`src/design/ctsu_pkg.sv`:
```
// Package for the C subset token scanner: token and queue-entry types,
// keyword tables, hash constants and sizing constants.
// No dependencies; every other design file imports it.
`default_nettype none

package ctsu_pkg;

  // Sizing of the scanner.
  localparam int NUM_KEYWORDS = 8;
  localparam int KW_TABLE     = 8;
  localparam int KW_ACTIVE    = (NUM_KEYWORDS < KW_TABLE) ? NUM_KEYWORDS : KW_TABLE;
  localparam int OFFSET_BITS  = 24;
  localparam int LINE_BITS    = 20;

  // Widths of the result fields.
  localparam int LINE_W  = 20;
  localparam int START_W = 24;

  // Queue depths; both must be powers of two.
  localparam int IQ_DEPTH = 4;
  localparam int IQ_PW    = $clog2(IQ_DEPTH);
  localparam int OQ_DEPTH = 4;
  localparam int OQ_PW    = $clog2(OQ_DEPTH);

  localparam logic [31:0] FNV_BASIS = 32'd2166136261;
  localparam logic [31:0] FNV_PRIME = 32'd16777619;

  typedef enum logic [2:0] {
    KIND_IDENT   = 3'd0,
    KIND_KEYWORD = 3'd1,
    KIND_NUMBER  = 3'd2,
    KIND_OPER    = 3'd3,
    KIND_DELIM   = 3'd4,
    KIND_ERROR   = 3'd5,
    KIND_END     = 3'd6
  } kind_t;

  typedef enum logic [2:0] {
    CLS_SPACE,
    CLS_NEWLINE,
    CLS_LETTER,
    CLS_DIGIT,
    CLS_DOT,
    CLS_OPER,
    CLS_DELIM,
    CLS_OTHER
  } cls_t;

  // One classified source byte as it waits between front and back.
  typedef struct packed {
    logic [7:0] data;
    logic       eos;
    cls_t       cls;
  } item_t;

  typedef struct packed {
    kind_t              kind;
    logic [31:0]        hash;
    logic [7:0]         length;
    logic [LINE_W-1:0]  line;
    logic [START_W-1:0] start;
    logic [2:0]         kw_num;
    logic               last;
  } tok_t;

  // Keyword lengths and text, in keyword-number order; unused positions are zero.
  localparam logic [7:0] KW_LEN [KW_TABLE] = '{
    8'd3, 8'd2, 8'd3, 8'd5, 8'd6, 8'd4, 8'd5, 8'd4
  };

  localparam logic [7:0] KW_CHARS [KW_TABLE][8] = '{
    '{8'h69, 8'h6E, 8'h74, 8'h00, 8'h00, 8'h00, 8'h00, 8'h00},  // int
    '{8'h69, 8'h66, 8'h00, 8'h00, 8'h00, 8'h00, 8'h00, 8'h00},  // if
    '{8'h66, 8'h6F, 8'h72, 8'h00, 8'h00, 8'h00, 8'h00, 8'h00},  // for
    '{8'h77, 8'h68, 8'h69, 8'h6C, 8'h65, 8'h00, 8'h00, 8'h00},  // while
    '{8'h72, 8'h65, 8'h74, 8'h75, 8'h72, 8'h6E, 8'h00, 8'h00},  // return
    '{8'h63, 8'h68, 8'h61, 8'h72, 8'h00, 8'h00, 8'h00, 8'h00},  // char
    '{8'h66, 8'h6C, 8'h6F, 8'h61, 8'h74, 8'h00, 8'h00, 8'h00},  // float
    '{8'h76, 8'h6F, 8'h69, 8'h64, 8'h00, 8'h00, 8'h00, 8'h00}   // void
  };

endpackage

`default_nettype wire

```
`src/design/ctsu_front.sv`:
```
// Front of the token scanner: classifies each incoming byte and holds it
// in a short queue until the back end takes it. Depends on ctsu_pkg.
`default_nettype none

module ctsu_front
  import ctsu_pkg::*;
(
  input  wire logic       clk,
  input  wire logic       rst,
  input  wire logic       push,
  input  wire logic [7:0] source_byte,
  input  wire logic       end_of_source,
  output logic            full,
  output item_t           item,
  output logic            item_valid,
  input  wire logic       item_take
);

  function automatic cls_t classify(input logic [7:0] b);
    cls_t c;
    case (b) inside
      8'h20, 8'h09, 8'h0B, 8'h0C, 8'h0D:                        c = CLS_SPACE;
      8'h0A:                                                    c = CLS_NEWLINE;
      [8'h61:8'h7A], [8'h41:8'h5A], 8'h5F:                      c = CLS_LETTER;
      [8'h30:8'h39]:                                            c = CLS_DIGIT;
      8'h2E:                                                    c = CLS_DOT;
      8'h2B, 8'h2D, 8'h2A, 8'h2F, 8'h3D, 8'h3C, 8'h3E, 8'h21:   c = CLS_OPER;
      8'h7B, 8'h7D, 8'h28, 8'h29, 8'h3B, 8'h2C:                 c = CLS_DELIM;
      default:                                                  c = CLS_OTHER;
    endcase
    return c;
  endfunction

  item_t            mem [IQ_DEPTH];
  logic [IQ_PW-1:0] wp;
  logic [IQ_PW-1:0] rp;
  logic [IQ_PW:0]   count;
  logic             acc;
  item_t            item_in;

  assign full       = (count == (IQ_PW+1)'(IQ_DEPTH));
  assign acc        = push && !full;
  assign item_valid = (count != '0);
  assign item       = mem[rp];

  always_comb begin
    item_in.data = source_byte;
    item_in.eos  = end_of_source;
    item_in.cls  = classify(source_byte);
  end

  always_ff @(posedge clk) begin
    if (acc) begin
      mem[wp] <= item_in;
    end
    if (rst) begin
      wp    <= '0;
      rp    <= '0;
      count <= '0;
    end else begin
      if (acc) begin
        wp <= wp + IQ_PW'(1);
      end
      if (item_take) begin
        rp <= rp + IQ_PW'(1);
      end
      count <= count + (IQ_PW+1)'(acc) - (IQ_PW+1)'(item_take);
    end
  end

  a_take_valid: assert property (@(posedge clk) disable iff (rst)
    item_take |-> item_valid)
    else $error("front queue read while empty");

  a_count_step: assert property (@(posedge clk) disable iff (rst)
    acc && !item_take |=> count == $past(count) + (IQ_PW+1)'(1))
    else $error("front queue count lost a transfer");

  a_count_range: assert property (@(posedge clk) disable iff (rst)
    count <= (IQ_PW+1)'(IQ_DEPTH))
    else $error("front queue count beyond depth");

endmodule

`default_nettype wire

```
`src/design/ctsu_back.sv`:
```
// Back end of the token scanner: runs the scan state, the FNV-1a hash,
// keyword matching and the counters, and forms up to two tokens per byte.
// Depends on ctsu_pkg.
`default_nettype none

module ctsu_back
  import ctsu_pkg::*;
(
  input  wire logic  clk,
  input  wire logic  rst,
  input  wire item_t item,
  input  wire logic  item_valid,
  output logic       item_take,
  input  wire logic  room,
  output logic [1:0] wr_n,
  output tok_t       tok_a,
  output tok_t       tok_b
);

  typedef enum logic [1:0] {MODE_IDLE, MODE_IDENT, MODE_INT, MODE_FRAC} mode_t;

  localparam logic [KW_ACTIVE-1:0] KW_ALL = '1;
  localparam logic [LINE_BITS-1:0] LINE_MAX = '1;

  mode_t                  mode;
  logic [31:0]            running_hash;
  logic [7:0]             pending_length;
  logic [OFFSET_BITS-1:0] pending_start;
  logic [OFFSET_BITS-1:0] byte_offset;
  logic [LINE_BITS-1:0]   line_count;
  logic [KW_ACTIVE-1:0]   cands;

  logic                   taken;
  logic                   flush_v;
  logic                   second_v;
  logic [31:0]            mul_in;
  logic [31:0]            prod;
  logic [7:0]             pos;
  logic [KW_ACTIVE-1:0]   cand_base;
  logic [KW_ACTIVE-1:0]   cand_filt;
  logic                   kw_hit;
  logic [2:0]             kw_idx;
  tok_t                   flush_tok;
  tok_t                   second_tok;

  assign item_take = item_valid && room;

  always_comb begin
    taken = !item.eos &&
            ((mode == MODE_IDENT && (item.cls == CLS_LETTER || item.cls == CLS_DIGIT)) ||
             (mode == MODE_INT && (item.cls == CLS_DIGIT || item.cls == CLS_DOT)) ||
             (mode == MODE_FRAC && item.cls == CLS_DIGIT));
    flush_v  = (item.eos || !taken) && mode != MODE_IDLE;
    second_v = item.eos ||
               (!taken && (item.cls == CLS_OPER || item.cls == CLS_DELIM ||
                           item.cls == CLS_DOT || item.cls == CLS_OTHER));
  end

  // One hash multiplier serves both extending a token and starting one.
  assign mul_in = (taken ? running_hash : FNV_BASIS) ^ {24'd0, item.data};
  assign prod   = mul_in * FNV_PRIME;

  // Candidate keywords after this byte, at the byte's position in the token.
  always_comb begin
    pos       = taken ? pending_length : 8'd0;
    cand_base = taken ? cands : KW_ALL;
    for (int i = 0; i < KW_ACTIVE; i++) begin
      cand_filt[i] = cand_base[i] && (pos < KW_LEN[i]) &&
                     (KW_CHARS[i][pos[2:0]] == item.data);
    end
  end

  // First surviving keyword whose length equals the token length.
  always_comb begin
    kw_hit = 1'b0;
    kw_idx = 3'd0;
    for (int i = 0; i < KW_ACTIVE; i++) begin
      if (!kw_hit && cands[i] && KW_LEN[i] == pending_length) begin
        kw_hit = 1'b1;
        kw_idx = 3'(i);
      end
    end
  end

  always_comb begin
    flush_tok.kind   = (mode == MODE_IDENT) ? (kw_hit ? KIND_KEYWORD : KIND_IDENT) : KIND_NUMBER;
    flush_tok.hash   = running_hash;
    flush_tok.length = pending_length;
    flush_tok.line   = LINE_W'(line_count);
    flush_tok.start  = START_W'(pending_start);
    flush_tok.kw_num = (mode == MODE_IDENT && kw_hit) ? kw_idx : 3'd0;
    flush_tok.last   = !second_v;

    second_tok.line   = LINE_W'(line_count);
    second_tok.start  = START_W'(byte_offset);
    second_tok.kw_num = 3'd0;
    second_tok.last   = 1'b1;
    if (item.eos) begin
      second_tok.kind   = KIND_END;
      second_tok.hash   = 32'd0;
      second_tok.length = 8'd0;
    end else begin
      second_tok.length = 8'd1;
      case (item.cls)
        CLS_OPER: begin
          second_tok.kind = KIND_OPER;
          second_tok.hash = prod;
        end
        CLS_DELIM: begin
          second_tok.kind = KIND_DELIM;
          second_tok.hash = {24'd0, item.data};
        end
        default: begin
          second_tok.kind = KIND_ERROR;
          second_tok.hash = prod;
        end
      endcase
    end

    if (flush_v) begin
      tok_a = flush_tok;
      tok_b = second_tok;
      wr_n  = second_v ? 2'd2 : 2'd1;
    end else begin
      tok_a = second_tok;
      tok_b = second_tok;
      wr_n  = second_v ? 2'd1 : 2'd0;
    end
    if (!item_take) begin
      wr_n = 2'd0;
    end
  end

  always_ff @(posedge clk) begin
    if (rst) begin
      mode           <= MODE_IDLE;
      running_hash   <= FNV_BASIS;
      pending_length <= 8'd0;
      pending_start  <= '0;
      byte_offset    <= '0;
      line_count     <= LINE_BITS'(1);
      cands          <= KW_ALL;
    end else if (item_take) begin
      if (item.eos) begin
        mode <= MODE_IDLE;
      end else begin
        byte_offset <= byte_offset + OFFSET_BITS'(1);
        if (taken) begin
          running_hash <= prod;
          if (pending_length != 8'hFF) begin
            pending_length <= pending_length + 8'd1;
          end
          if (mode == MODE_IDENT) begin
            cands <= cand_filt;
          end
          if (mode == MODE_INT && item.cls == CLS_DOT) begin
            mode <= MODE_FRAC;
          end
        end else begin
          mode <= MODE_IDLE;
          case (item.cls)
            CLS_NEWLINE: begin
              if (line_count != LINE_MAX) begin
                line_count <= line_count + LINE_BITS'(1);
              end
            end
            CLS_LETTER: begin
              mode           <= MODE_IDENT;
              running_hash   <= prod;
              pending_length <= 8'd1;
              pending_start  <= byte_offset;
              cands          <= cand_filt;
            end
            CLS_DIGIT: begin
              mode           <= MODE_INT;
              running_hash   <= prod;
              pending_length <= 8'd1;
              pending_start  <= byte_offset;
              cands          <= KW_ALL;
            end
            default: begin
            end
          endcase
        end
      end
    end
  end

  a_eos_idle: assert property (@(posedge clk) disable iff (rst)
    item_take && item.eos |=> mode == MODE_IDLE)
    else $error("scan mode not idle after end of source");

  a_eos_offset: assert property (@(posedge clk) disable iff (rst)
    item_take && item.eos |=> byte_offset == $past(byte_offset))
    else $error("end of source moved the byte offset");

  a_frac_len: assert property (@(posedge clk) disable iff (rst)
    mode == MODE_FRAC |-> pending_length >= 8'd2)
    else $error("fraction without integer part and dot");

endmodule

`default_nettype wire

```
`src/design/ctsu_outq.sv`:
```
// Result queue of the token scanner: takes up to two tokens per cycle from
// the back end and hands them out one per transfer. Depends on ctsu_pkg.
`default_nettype none

module ctsu_outq
  import ctsu_pkg::*;
(
  input  wire logic       clk,
  input  wire logic       rst,
  input  wire logic [1:0] wr_n,
  input  wire tok_t       tok_a,
  input  wire tok_t       tok_b,
  output logic            room,
  output tok_t            head,
  output logic            empty,
  input  wire logic       pop
);

  tok_t             mem [OQ_DEPTH];
  logic [OQ_PW-1:0] wp;
  logic [OQ_PW-1:0] rp;
  logic [OQ_PW:0]   count;
  logic             do_pop;

  assign empty  = (count == '0);
  assign do_pop = pop && !empty;
  assign head   = mem[rp];
  // Two free slots are needed, since one byte may end in two tokens.
  assign room   = (count <= (OQ_PW+1)'(OQ_DEPTH - 2));

  always_ff @(posedge clk) begin
    if (wr_n != 2'd0) begin
      mem[wp] <= tok_a;
    end
    if (wr_n == 2'd2) begin
      mem[wp + OQ_PW'(1)] <= tok_b;
    end
    if (rst) begin
      wp    <= '0;
      rp    <= '0;
      count <= '0;
    end else begin
      wp    <= wp + OQ_PW'(wr_n);
      if (do_pop) begin
        rp <= rp + OQ_PW'(1);
      end
      count <= count + (OQ_PW+1)'(wr_n) - (OQ_PW+1)'(do_pop);
    end
  end

  a_no_overflow: assert property (@(posedge clk) disable iff (rst)
    wr_n != 2'd0 |-> count + (OQ_PW+1)'(wr_n) <= (OQ_PW+1)'(OQ_DEPTH))
    else $error("result queue written beyond its depth");

  a_pair_last: assert property (@(posedge clk) disable iff (rst)
    wr_n == 2'd2 |-> !tok_a.last && tok_b.last)
    else $error("token pair with wrong last-of-run marks");

endmodule

`default_nettype wire

```
`src/design/c_subset_token_scanner_unit.sv`:
```
// Top level of the C subset token scanner: front classifier and byte queue,
// scanning back end and result queue. Depends on ctsu_pkg, ctsu_front,
// ctsu_back and ctsu_outq.
`default_nettype none

// The scanner takes source text one byte per transfer and hands out tokens
// through a queue interface on both sides. A byte is taken whenever full is
// low, so text streams in at one byte per cycle. Each byte is classified on
// entry and waits in a four-entry queue; the back end then takes one byte
// per cycle, extending the pending identifier or number with one FNV-1a
// xor-and-multiply, and writes zero, one or two tokens into a four-entry
// result queue. The first token of a byte reaches the result ports through the
// byte queue and result queue registers. The result side gives one token per
// transfer, so the sustained byte rate is one per cycle as long as text
// averages no more than one token per byte; a byte that both ends a token and
// forms one of its own (an operator right after a name, for instance) takes
// two result transfers, and the back end waits whenever fewer than two result
// slots are free. The loop that bounds the clock is the running hash, one
// 32-bit constant multiply per cycle. An end-of-source transfer flushes the
// pending token and adds the end token; the line and offset counters keep
// counting across it and only reset clears them. last_of_run marks the final
// token caused by one input byte.

module c_subset_token_scanner_unit
  import ctsu_pkg::*;
(
  input  wire logic        clk,
  input  wire logic        rst,
  input  wire logic        push,
  output logic             full,
  input  wire logic [7:0]  source_byte,
  input  wire logic        end_of_source,
  output logic             empty,
  input  wire logic        pop,
  output logic [2:0]       token_kind,
  output logic [31:0]      token_hash,
  output logic [7:0]       token_length,
  output logic [19:0]      token_line,
  output logic [23:0]      token_start,
  output logic [2:0]       keyword_number,
  output logic             last_of_run
);

  item_t      item;
  logic       item_valid;
  logic       item_take;
  logic       room;
  logic [1:0] wr_n;
  tok_t       tok_a;
  tok_t       tok_b;
  tok_t       head;

  ctsu_front u_front (
    .clk           (clk),
    .rst           (rst),
    .push          (push),
    .source_byte   (source_byte),
    .end_of_source (end_of_source),
    .full          (full),
    .item          (item),
    .item_valid    (item_valid),
    .item_take     (item_take)
  );

  ctsu_back u_back (
    .clk        (clk),
    .rst        (rst),
    .item       (item),
    .item_valid (item_valid),
    .item_take  (item_take),
    .room       (room),
    .wr_n       (wr_n),
    .tok_a      (tok_a),
    .tok_b      (tok_b)
  );

  ctsu_outq u_outq (
    .clk   (clk),
    .rst   (rst),
    .wr_n  (wr_n),
    .tok_a (tok_a),
    .tok_b (tok_b),
    .room  (room),
    .head  (head),
    .empty (empty),
    .pop   (pop)
  );

  assign token_kind     = head.kind;
  assign token_hash     = head.hash;
  assign token_length   = head.length;
  assign token_line     = head.line;
  assign token_start    = head.start;
  assign keyword_number = head.kw_num;
  assign last_of_run    = head.last;

endmodule

`default_nettype wire
```
`config.mk`:
```
export PLATFORM = sky130hd
export DESIGN_NAME = c_subset_token_scanner_unit
export DESIGN_NICKNAME = d
export VERILOG_FILES = /design/src/design/ctsu_pkg.sv /design/src/design/ctsu_front.sv /design/src/design/ctsu_back.sv /design/src/design/ctsu_outq.sv /design/src/design/c_subset_token_scanner_unit.sv
export SDC_FILE = /design/constraint.sdc
export NUM_CORES = 1
export LEC_CHECK = 0
export CORE_ASPECT_RATIO = 1.25
export CORE_MARGIN = 5
export CORE_UTILIZATION = 40
export CTS_BUF_LIST = sky130_fd_sc_hd__clkbuf_2
export CTS_CLUSTER_DIAMETER = 50
export DETAILED_ROUTE_END_ITERATION = 12
export DONT_BUFFER_PORTS = 1
export PLACE_DENSITY = 0.67
export SLEW_MARGIN = 20
export SYNTH_ARGS = -nofsm -noshare
export SYNTH_HDL_FRONTEND = slang
export SYNTH_SLANG_ARGS = --single-unit
```
`constraint.sdc`:
```
create_clock -name clk -period 7.2 [get_ports clk]
set_clock_uncertainty 0.2 [all_clocks]
set_input_delay 1.44 -clock clk [delete_from_list [all_inputs] [get_ports clk]]
set_output_delay 1.44 -clock clk [all_outputs]
set_load 0.02 [all_outputs]
```
# == After elaboration in Yosys (flattened, before gate mapping) ==
# Memory sizes are Yosys's and may differ from the RTL's. A register that Yosys moved wholly into a read port is not among the register bits.
# Cells that the tools add are included.
# word_totals
regBits,132
ram_bits,412
mem_bits_ro,512
inputBits,13
out_inout_bits,93
memories,10
# classes
addsub,12
multipliers,1
order_cmp,13
eq_ne,52
n_mux,73
n_bitwise,4
n_reduce_logical,84
# mem_list
memory,words,word_bits,rd,rd_ports_with_merged_regs,write_ports,line,source
u_outq.mem,4,91,1,1,2,ctsu_outq.sv:19,tok_t mem [OQ_DEPTH];
(no name shown),8,8,1,0,0,ctsu_back.sv:69,(KW_CHARS[i][pos[2:0]] == item.data);
(no name shown),8,8,1,0,0,ctsu_back.sv:69,
(no name shown),8,8,1,0,0,ctsu_back.sv:69,
(no name shown),8,8,1,0,0,ctsu_back.sv:69,
(no name shown),8,8,1,0,0,ctsu_back.sv:69,
4 more memories,-,-,-,-,-,-,
# op_table
operator,count
8-bit two-way mux,23
"8-bit by 6-bit == test with 1-bit output, second input constant",14
32-bit two-way mux,3
91-bit two-way mux,1
35-bit case mux with 2 select lines,1
8-bit == test,8
1-bit logical AND,45
43-bit two-way mux,1
"8-bit by 4-bit == test with 1-bit output, second input constant",5
3-bit two-way mux,11
"32-bit by 25-bit multiplier with 32-bit output, second input constant",1
32-bit by 8-bit bitwise XOR with 32-bit output,1
2-bit two-way mux,13
"24-bit by 1-bit adder with 24-bit output, second input constant",1
"3-bit by 8-bit == test with 1-bit output, first input constant",3
"8-bit by 7-bit == test with 1-bit output, second input constant",3
"8-bit by 3-bit less-than comparator with 1-bit output, second input constant",3
"20-bit by 1-bit adder with 20-bit output, second input constant",1
"20-bit inequality test, second input constant",1
1-bit two-way mux,18
"2-bit by 8-bit == test with 1-bit output, first input constant",2
"8-bit by 7-bit >= comparator with 1-bit output, second input constant",2
"8-bit by 7-bit <= comparator with 1-bit output, second input constant",2
"8-bit by 2-bit less-than comparator with 1-bit output, second input constant",2
36 further kinds,74

# == Logic depth before layout (Yosys ltp) ==
# logic_depth
ltp_word,34
mapped_depth,33
depth_no_buf,29

# == Hierarchy ==
# A second synthesis with hierarchy kept.
# unflattened
hier_cells,2786
hier_area_um2,33638.5
# by_module_without_submodules
mod,n_inst,cells_each,area_each_um2
ctsu_outq,1,930,17959.7
ctsu_back,1,1705,13242.7
ctsu_front,1,151,2436.1

# == Worst setup path after synthesis ==
# Ideal clock, no wire load.
# synth_timing
kind,register -> register
startpoint,register with a tool-made name
endpoint,memory u_outq.mem[0][86] (netlist name) (data pin)
setup_time_ns,0.256
arrival_ns,7.364
t_required_ns,6.744
slack_ns,-0.620
path_stages_with_launch,29
synth_period_minus_slack_ns,7.820
cell_sequence,dfxtp_1 > buf_6 > mux4_2 > nor4b_2 > a211oi_2 > nor2_1 > buf_4 > clkbuf_1 > nand2_1 > xnor2_1 > ha_1 > ha_1 > fa_1 > ha_1 > fa_1 > ha_1 > inv_1 > fa_1 > inv_1 > ha_1 > a21o_1 > a21oi_1 > a32oi_1 > a31oi_1 > o211ai_1 > and3_1 > o31ai_1 > a21oi_1 > a31o_2
# synth_lines
element,line
"end, declared",ctsu_outq.sv:19

==> impl_metrics.py <==
metrics = {
    "status": {
        "outcome": "finished with violations",
        "violations": "negative setup slack",
    },
    "worst_setup_path": {
        "end_kind": "flop",
        "slowest_delay_ps": 560,
        "worstPathArrival_ps": 7930,
        "crit_slowest_cell": "mux4_2",
        "crit_required_ps": 7920,
        "cp_num_buf_inv": 2,
        "crit_top_cell": "fa_1",
        "crit_path_max_fanout": 6,
        "worstSetupStartpointType": "flop",
        "cp_top_family": "adder cells",
        "cp.depth": 25,
        "crit_type": "reg2reg",
        "reg2reg_depth": 25,
    },
    "routing": {
        "vias_per_cell": 5.50,
        "antenna_left": 0,
        "drtIter0Drc": 1389,
        "dr.pass1.iters": 8,
        "routed_wirelength_um": 83000,
        "via_count": 22500,
        "drc": 0,
        "routedWlPerCell_um": 20.3,
    },
    "placed_design": {
        "routabilityCongestion": 0.907,
        "hpwl_um": 56400,
        "place_area_sq_um": 33400,
        "dp_cells": 3830,
        "portBuffers": 0,
    },
    "die": {
        "dieHeight_um": 324,
        "initial_core_util_pct": 40.1,
        "die_w_um": 261,
        "rows": 115,
        "coreArea_sq_um": 78400,
        "die_area_sq_um": 84400,
        "num_io_pins": 106,
    },
    "timing": {
        "slew_violations": 0,
        "slew-limit-headroom_pct": 27.3,
        "setup_violations": 1,
        "tightest_slew_ps": 1090,
        "timing.final.hold_violations": 0,
        "rsz0062_at_grt": "true",
        "fin_crit_ps": 7210,
        "post-route-period-util_pct": 100,
        "setup_ws_ps": -7.77,
        "fmax_ghz": 0.139,
    },
    "clock_network": {
        "cts-htree-levels": 3,
        "numCtsBuffers": 121,
        "cts_root_buf": "clkbuf_2",
        "clk_pin_slew_worst_paths_ps": 100,
        "clock_latency_ps": 1270,
        "clock-sinks": 548,
        "tritoncts": "built",
        "clockBufferDepth": 3,
    },
    "run": {
        "cap_violations": 0,
    },
    "logic_synthesis": {
        "yosysUniqueCellTypes": 84,
        "synth-edff-count": 368,
        "synth_top_family_by_area": "adder cells",
        "synth_area_leaders": "edfxtp_1 35%, dfxtp_1 11%, ha_1 8.2%",
        "synth_warnings": 0,
        "syn_avg_cell_area_sq_um": 11.2,
        "synth.top_cell.area_share_pct": 35.1,
        "syn_nets": 3104,
        "synthMuxAreaShare_pct": 7.98,
        "yosys.area_share.simple_pct": 11.4,
        "synth_seq_area_share_pct": 46.6,
        "syn-cell-area_sq_um": 31500,
        "synth_top_cell_by_area": "edfxtp_1",
        "synthCells": 2810,
        "ys_ff_latch": 548,
        "synth_fa_ha_area_share_pct": 13.0,
        "synth-xor-area-share_pct": 3.54,
        "synth_ff_type": "edfxtp_1",
        "async_flop_share_pct": 0,
        "synth_compound_area_share_pct": 12.2,
    },
    "global_route": {
        "grt_max_degree": 116,
        "grt-ovfl-total": 0,
        "grt_antenna_before_repair": 3,
        "grt_pass1_wl_um": 127000,
        "grt_pass1_vias": 22500,
        "gr-usage-all-layers_pct": 19.0,
    },
    "layout": {
        "final_nets": 3226,
        "stdcell_count": 4093,
        "synthToLayoutAreaGrowth_pct": 13.5,
        "stdcell_area_sq_um": 35700,
        "drive_above_1_share_pct": 22.2,
    },
    "min_path": {
        "hp-class": "in2reg",
        "hold_path_depth": 1,
    },
}
-- worst register-to-register path: stages, from the launching register on --
cell and delay (ps):
dfxtp_4 390, mux4_2 560, nor4b_4 350, a211oi_4 140
nor2_4 200, nand2_1 150, xnor2_2 230, ha_1 300
ha_4 230, fa_1 490, ha_2 210, fa_1 480
ha_1 300, inv_1 60, fa_1 530, inv_1 60
ha_4 260, a21o_1 200, a21oi_2 250, a32oi_2 170
a31oi_4 190, o211ai_1 170, and3_1 250, o31ai_2 270
a21oi_1 60, a31o_2 220
-- cell families (layout without fill, tap and decap cells) --
| family | count (synthesis) | count (layout) |
|---|---|---|
| AO/OA/AOI/OAI | 575 | 575 |
| multiplexers | 122 | 122 |
| flip-flops | 548 | 548 |
| buffers and inverters | 399 | 626 |
| other | 0 | 3 |
| AND/OR/NAND/NOR | 758 | 758 |
| adder cells (fa/ha/maj) | 281 | 281 |
| XOR/XNOR | 127 | 127 |
-- final timing paths --
path	startpoint	end	slack (ps)
min	rst	u_front.rp[0]$_SDFFE_PP0P_	100
max reg2reg	flop	u_outq.mem[0][86]$_DFFE_PP_	-8
min reg2reg	u_outq.mem[1][51]$_SDFFE_PP0P_	u_outq.mem[1][51]$_SDFFE_PP0P_	280
max	flop	u_outq.mem[0][86]$_DFFE_PP_	-8
-- repair_timing --
action,in CTS,in global routing
hold buffers,10,0
endpoints found under the hold margin,46,0
gates resized for setup,31,151
setup buffers,3,19
setup endpoints to repair,62,76
pin swaps,14,98
-- synth_stat cells, types with 20 or more instances --
cell and instances:
nand4_1 20, nor2_1 167, buf_2 25, mux4_2 103
a21oi_1 126, o21ai_0 170, xnor2_1 78, and2_1 99
ha_1 205, nand3_1 61, fa_1 76, clkbuf_1 127
a22o_1 131, nor3_1 31, xor2_1 49, nand2_1 278
inv_1 209, or3_1 24, dfxtp_1 180, edfxtp_1 368
-- per-stage QoR --
| step | TNS [ps] | setup slack (ps) | hold slack, ps | utilization [%] |
|---|---|---|---|---|
| after floorplan | -71.6 | -71.6 | 231 | - |
| after global placement | -234 | -56.2 | 240 | 42.6 |
| after detailed placement | -6190 | -192 | 249 | 42.6 |
| after CTS | -42.3 | -22.5 | 0.697 | 44.4 |
| after global routing | -6290 | -284 | -4.58 | 45.5 |
| final | -7.77 | -7.77 | 99.2 | 45.5 |
-- routing by layer --
metal / routed length, um / global-route usage [%]
met5: 0 / 0
met4: 3500 / 8.50
met3: 5240 / 3.47
met2: 42800 / 34.2
met1: 31500 / 22.0
-- placed cells by master (no fill, tap or decap), types with 9 or more instances in the layout --
cell type      netlist  layout
nor3_1              31      28
and2_1              99      90
a31oi_1             13      10
a22o_1             131     131
nand2b_1            11      10
mux4_2             103     103
ha_2                 0      15
ha_4                 0      25
ha_1               205     165
dlygate4sd3_1        0      10
o21ai_0            170     140
xor2_1              49      47
nor2b_1             15      14
o21a_1              10       9
xnor2_2              0      13
o211ai_1            11      11
nor2_1             167     152
nand3_1             61      60
a21oi_2              0      14
o22ai_1             18      17
edfxtp_1           368     368
fa_1                76      75
mux2i_1             19      19
a21o_1               9       9
nand4_1             20      20
buf_4                5     167
a211oi_1            12      11
nor2_4               0      11
or3_1               24      15
nand2_1            278     270
o21ai_1              6      24
clkbuf_2             0     192
clkinv_1             0      25
a21oi_1            126     108
o21ai_2              1      10
dfxtp_1            180     177
inv_1              209     204
xnor2_1             78      63
-- layout make-up --
| cell class | instances | area, sq um |
|---|---|---|
| diodes | 3 | 7.51 |
| fillers | 7103 | 42700 |
| flip-flops and latches | 548 | 14700 |
| inverters | 210 | 793 |
| clock inverters | 36 | 220 |
| repair buffers | 188 | 1510 |
| clock buffers | 192 | 961 |
| multi-input cells | 1863 | 16200 |
| well taps | 1053 | 1320 |
-- flip-flops by register name, summed over array words and instances (netlist names), named ones only --
register and flops:
u_front.count 3, u_back.line_count 20, u_back.pending_length 8, u_outq.mem 364, u_front.rp 2, u_back.running_hash 32
u_front.wp 2, u_outq.rp 2, u_back.cands 8, u_front.mem 48, u_back.byte_offset 24, u_outq.wp 2
u_back.mode 2, u_outq.count 3, u_back.pending_start 24
Power is not shown: default switching activity piles up to over one toggle a cycle in this logic, so the estimate is an artifact.
